### config.mk
export PLATFORM = sky130hd
export DESIGN_NAME = skv_ctrl
export DESIGN_NICKNAME = d
export VERILOG_FILES = /design/src/skv_pkg.sv /design/src/skv_ctrl.sv
export SDC_FILE = /design/constraint.sdc
export NUM_CORES = 1
export LEC_CHECK = 0
export BUFFER_PORTS_ARGS = -buffer_cell sky130_fd_sc_hd__buf_2
export CORE_AREA = 8 8 45 47
export CTS_CLUSTER_SIZE = 8
export DETAILED_ROUTE_END_ITERATION = 12
export DIE_AREA = 0 0 53 55
export PLACE_DENSITY_LB_ADDON = 0.25
export SYNTH_ARGS = -nofsm -noshare
export SYNTH_HDL_FRONTEND = slang
export SYNTH_SLANG_ARGS = --single-unit
### constraint.sdc
create_clock -name clock -period 4.06 [get_ports clock]
set_input_delay 1.015 -clock clock [delete_from_list [all_inputs] [get_ports clock]]
set_output_delay 1.015 -clock clock [all_outputs]
set_load 0.01 [all_outputs]
### src/skv_pkg.sv
// Shared types and constants for the sorted key/value table.
// No dependencies; the other files, except skv_ram, refer to this package by scoped names.
package skv_pkg;

   localparam int KEY_W       = 32;
   localparam int VLO_W       = 64;
   localparam int VHI_W       = 32;
   localparam int VAL_W       = VHI_W + VLO_W;
   localparam int ENTRY_W     = KEY_W + VAL_W;
   localparam int COUNT_OUT_W = 7;

   typedef enum logic [1:0] {
      CMD_CLEAR    = 2'd0,
      CMD_INSERT   = 2'd1,
      CMD_FINALIZE = 2'd2,
      CMD_FIND     = 2'd3
   } cmd_type;

   // controller -> datapath
   typedef struct packed {
      logic latch_req;
      logic res_clear;
      logic exec_clear;
      logic exec_insert;
      logic lin_start;
      logic bs_start;
      logic srt_start;
      logic set_sorted;
      logic lin_step;
      logic match_set;
      logic bs_rd;
      logic bs_step;
      logic srt_tmp;
      logic srt_rd;
      logic srt_cmp;
      logic srt_put;
      logic out_load;
   } ctl_cmd_type;

   // datapath -> controller
   typedef struct packed {
      cmd_type cmd;
      logic    sorted;
      logic    count_zero;
      logic    count_gt1;
      logic    key_eq;
      logic    lin_last;
      logic    bs_open;
      logic    srt_gt;
      logic    srt_j1;
      logic    srt_more;
      logic    out_free;
   } ctl_sts_type;

endpackage

### src/skv_ctrl.sv
// Command sequencer: dispatches clear/insert/finalize/find, runs the
// linear scan, binary search and insertion sort loops. Uses skv_pkg.
module skv_ctrl (
   input  logic                  clock,
   input  logic                  reset,
   input  logic                  req_valid,
   output logic                  req_ready,
   input  skv_pkg::ctl_sts_type  sts,
   output skv_pkg::ctl_cmd_type  ctl
);

   typedef enum logic [3:0] {
      ST_IDLE,
      ST_EXEC,
      ST_LIN_RD,
      ST_LIN_CHK,
      ST_BS_RD,
      ST_BS_CHK,
      ST_SRT_NEXT,
      ST_SRT_TMP,
      ST_SRT_RD,
      ST_SRT_CMP,
      ST_SRT_PUT,
      ST_DONE
   } state_type;

   state_type state_ff, state_in;

   always_ff @(posedge clock) begin
      if (reset) begin
         state_ff <= ST_IDLE;
      end else begin
         state_ff <= state_in;
      end
   end

   assign req_ready = (state_ff == ST_IDLE);

   always_comb begin
      state_in = state_ff;
      ctl      = '0;
      case (state_ff)
         ST_IDLE: begin
            if (req_valid) begin
               ctl.latch_req = 1'b1;
               state_in      = ST_EXEC;
            end
         end
         ST_EXEC: begin
            ctl.res_clear = 1'b1;
            case (sts.cmd)
               skv_pkg::CMD_CLEAR: begin
                  ctl.exec_clear = 1'b1;
                  state_in       = ST_DONE;
               end
               skv_pkg::CMD_INSERT: begin
                  ctl.exec_insert = 1'b1;
                  state_in        = ST_DONE;
               end
               skv_pkg::CMD_FINALIZE: begin
                  if (sts.sorted) begin
                     state_in = ST_DONE;
                  end else if (sts.count_gt1) begin
                     ctl.srt_start = 1'b1;
                     state_in      = ST_SRT_NEXT;
                  end else begin
                     ctl.set_sorted = 1'b1;
                     state_in       = ST_DONE;
                  end
               end
               skv_pkg::CMD_FIND: begin
                  if (sts.sorted) begin
                     ctl.bs_start = 1'b1;
                     state_in     = ST_BS_RD;
                  end else if (sts.count_zero) begin
                     state_in = ST_DONE;
                  end else begin
                     ctl.lin_start = 1'b1;
                     state_in      = ST_LIN_RD;
                  end
               end
               default: state_in = ST_DONE;
            endcase
         end
         ST_LIN_RD: begin
            state_in = ST_LIN_CHK;
         end
         ST_LIN_CHK: begin
            if (sts.key_eq) begin
               ctl.match_set = 1'b1;
               state_in      = ST_DONE;
            end else if (sts.lin_last) begin
               state_in = ST_DONE;
            end else begin
               ctl.lin_step = 1'b1;
               state_in     = ST_LIN_RD;
            end
         end
         ST_BS_RD: begin
            if (sts.bs_open) begin
               ctl.bs_rd = 1'b1;
               state_in  = ST_BS_CHK;
            end else begin
               state_in = ST_DONE;
            end
         end
         ST_BS_CHK: begin
            if (sts.key_eq) begin
               ctl.match_set = 1'b1;
               state_in      = ST_DONE;
            end else begin
               ctl.bs_step = 1'b1;
               state_in    = ST_BS_RD;
            end
         end
         ST_SRT_NEXT: begin
            if (sts.srt_more) begin
               state_in = ST_SRT_TMP;
            end else begin
               ctl.set_sorted = 1'b1;
               state_in       = ST_DONE;
            end
         end
         ST_SRT_TMP: begin
            ctl.srt_tmp = 1'b1;
            state_in    = ST_SRT_RD;
         end
         ST_SRT_RD: begin
            ctl.srt_rd = 1'b1;
            state_in   = ST_SRT_CMP;
         end
         ST_SRT_CMP: begin
            ctl.srt_cmp = 1'b1;
            if (!sts.srt_gt) begin
               state_in = ST_SRT_NEXT;
            end else if (sts.srt_j1) begin
               state_in = ST_SRT_PUT;
            end else begin
               state_in = ST_SRT_RD;
            end
         end
         ST_SRT_PUT: begin
            ctl.srt_put = 1'b1;
            state_in    = ST_SRT_NEXT;
         end
         ST_DONE: begin
            if (sts.out_free) begin
               ctl.out_load = 1'b1;
               state_in     = ST_IDLE;
            end
         end
         default: state_in = ST_IDLE;
      endcase
   end

endmodule

==> impl_results.md <==
- Die ar.: ~0.0029 mm²
- Leading area contributor after synthesis: dfxtp_1
- Fin. max-slew vios: 0
- Port Buffers: 32
- Clk_lat worst skew: 230 ps
- DIE WIDTH: 53 µm
- Final hold slack: between 700 and 800 ps
- Sequential cell area: ~80 µm²
- Initial drt markers: 21
- Cell Rows: 14
- Antenna Violating Nets Remaining: 0
- Total global-route track usage: approximately an eighth
- Asr flop ratio synth: 0%
- Type of the worst min-delay path: reg2reg
- Placed instance count: 127
- Tightest Pin Transition: a little under 600 ps
- FILL cells: between 100 and 150
- Die Y: 55 µm
- Layout Utilization: 52.17%
- WP data arrival: around 2300 ps
- Grt total ovfl: 0
- Tot Pwr: between 0.4 and 0.5 mW
- Post-synth EDFFs: 0
- Startpoint types: register
- Global-route wire length before repair: roughly 2.9 mm
- DRT Wirelength: between 1.5 and 2 mm
- LEAKAGE: between 0.3 and 0.4 nW
- Largest Register: state_ff
- Largest registers: state_ff x4
- Root Buffer: clkbuf_4
- Antenna diodes: 0
- Synth Warn #: 0
- Pre-CTS setup slack: ~920 ps
- Nets: 131
- Highest clock rate: around 300 MHz
- Total number of vias: 740
- Hold Vio Cnt, Final: 0
- Post-synthesis cell area: about 540 µm²
- H-tree depth: 1
- Post-CTS Resized: 0
- Outcome: complete, no violations
- Ranking of synthesized cells by area: dfxtp_1 15%, nand2b_1 6.9%, nor2_1 6.2%, nor3_1 5.5%, a211oi_1 5.5%
- CTS tree: done
- Synthesized area per cell: between 6 and 7 µm²
- Sequential fraction of the synthesis area: between 10% and 20%
- Initial antenna violation count: 0
- Worst Path Max Fanout: 14
- Multi-input gate area: between 400 and 500 µm²
- Post-layout instance count excluding filler cells: 130
- CP Class: reg2out
- Synthesized Nets: 99
- Cts hold-fix bufs: 0
- DRC Markers: 0
- Synth Flop Type: dfxtp_1
- Clk buf depth: 2
- Flops & latches, synth: 4
- CP Capture Type: primary output
- CTS sink count: 4
- Slew headroom: roughly 60%
- Max reg flops: 4
- Cell area power density: 576.2 mW/mm²
- Vias/cell: around 5.7
- TritonRoute pass-1 iters: 4
- Final instance area: 721.9 µm²
- Critical Path RT: 3040 ps
- PnR worst setup slack: approximately 770 ps
- Fin crit period: 3293 ps
- Gpl congestion: 0.8346
- Wire per inst: between 10 and 15 µm
- Setup TNS: 0 ps
- HPWL after detailed placement: 1.312 mm
- Share of cells above drive strength 1: between 30% and 40%
- Post-synthesis cell type count: 34
- Period utilization: 81.12%
- Cts bufs inserted: 3
- Area share of the largest cell type after synthesis: between 10% and 20%
- Number of global-route vias before repair: 672
- Top-Level Pins: 33
- Clock transition at the registers of the reported paths: about 40 ps
- Largest net degree at the start of global routing: 17
- Area Growth Syn to Fin: 33.26%
- Setup Buffers After CTS: 0
- Area post-placement: between 600 and 700 µm²
- Clock Skews: 1.930 ps
- Peak VDD IR: 0.0002868 V
- Starting Density: between 30% and 40%
- Core area: 0.001384 mm²
- RSZ-0062 raised after global routing: no
- Setup Viol. Count Final: 0
- Synth Instances: 84
- Max-cap violations: 0
[cell families after synthesis]
| logic type | synth area share (%) |
|---|---|
| and+or+nand+nor | 51.97 |
| buffers and inverters | 9.008 |
| AOI/OAI and AO/OA | 22.40 |
| muxes | 1.848 |
| DFF | 14.78 |
[layer usage]
layer,vias to the layer above,part of all wire (%),global-route usage (%)
met5,-,0,0
met3,0,9.1,5.615
met1,337,46,15.76
met4,0,0,1.293
met2,36,45,19.34
li1,367,-,-
[area by class of cell]
cell class / count / area share [%]
inverter: 7 / 3.640
timing repair buffer: 32 / 22.18
clock buffer: 3 / 3.120
multi-input combinational: 68 / 57.19
sequential: 4 / 11.09
tap: 16 / 2.773
[power breakdown]
group	switching, mW	leakage (nW)	internal (mW)
combinational	0.138	0.310	0.112
sequential	0.0603	0.0331	0.0577
clock	0.0156	0.0138	0.0330
total	0.214	0.357	0.202
[Yosys cell counts, drive strengths merged (2+ instances only)]
library cell	instances
a211oi	4
nand3	4
nor2	9
nor4	3
inv	7
nand2b	6
or3b	2
nor3	6
o21ai	2
a21oi	4
a31oi	2
nor3b	2
nand2	7
dfxtp	4
clkbuf	4
[worst max-delay path, stage by stage, from the launching register on]
cell	delay [ps]
dfxtp_1	440
or4b_4	630
or3b_4	400
or3b_1	400
inv_1	60
buf_2	120
[path summary, 6_finish.rpt]
path | depth (start not counted) | slack [ps] | to | start
worst max-delay path | 5 | 770 | ctl[10] | state_ff[3]
worst min-delay path | 3 | 740 | state_ff[0] | state_ff[0]
worst max register to register | 4 | 1950 | state_ff[2] | state_ff[3]
worst min register to register | 3 | 740 | state_ff[0] | state_ff[0]
[placed cells by master (no fill, tap or decap), drive strengths merged, types with 4 or more instances in the layout]
cell	instances
nand2	7
nand3	4
buf	32
nor3	6
nand2b	6
a211oi	4
inv	7
dfxtp	4
a21oi	4
nor2	9
Note: power is estimated with default switching activity, not from simulation.
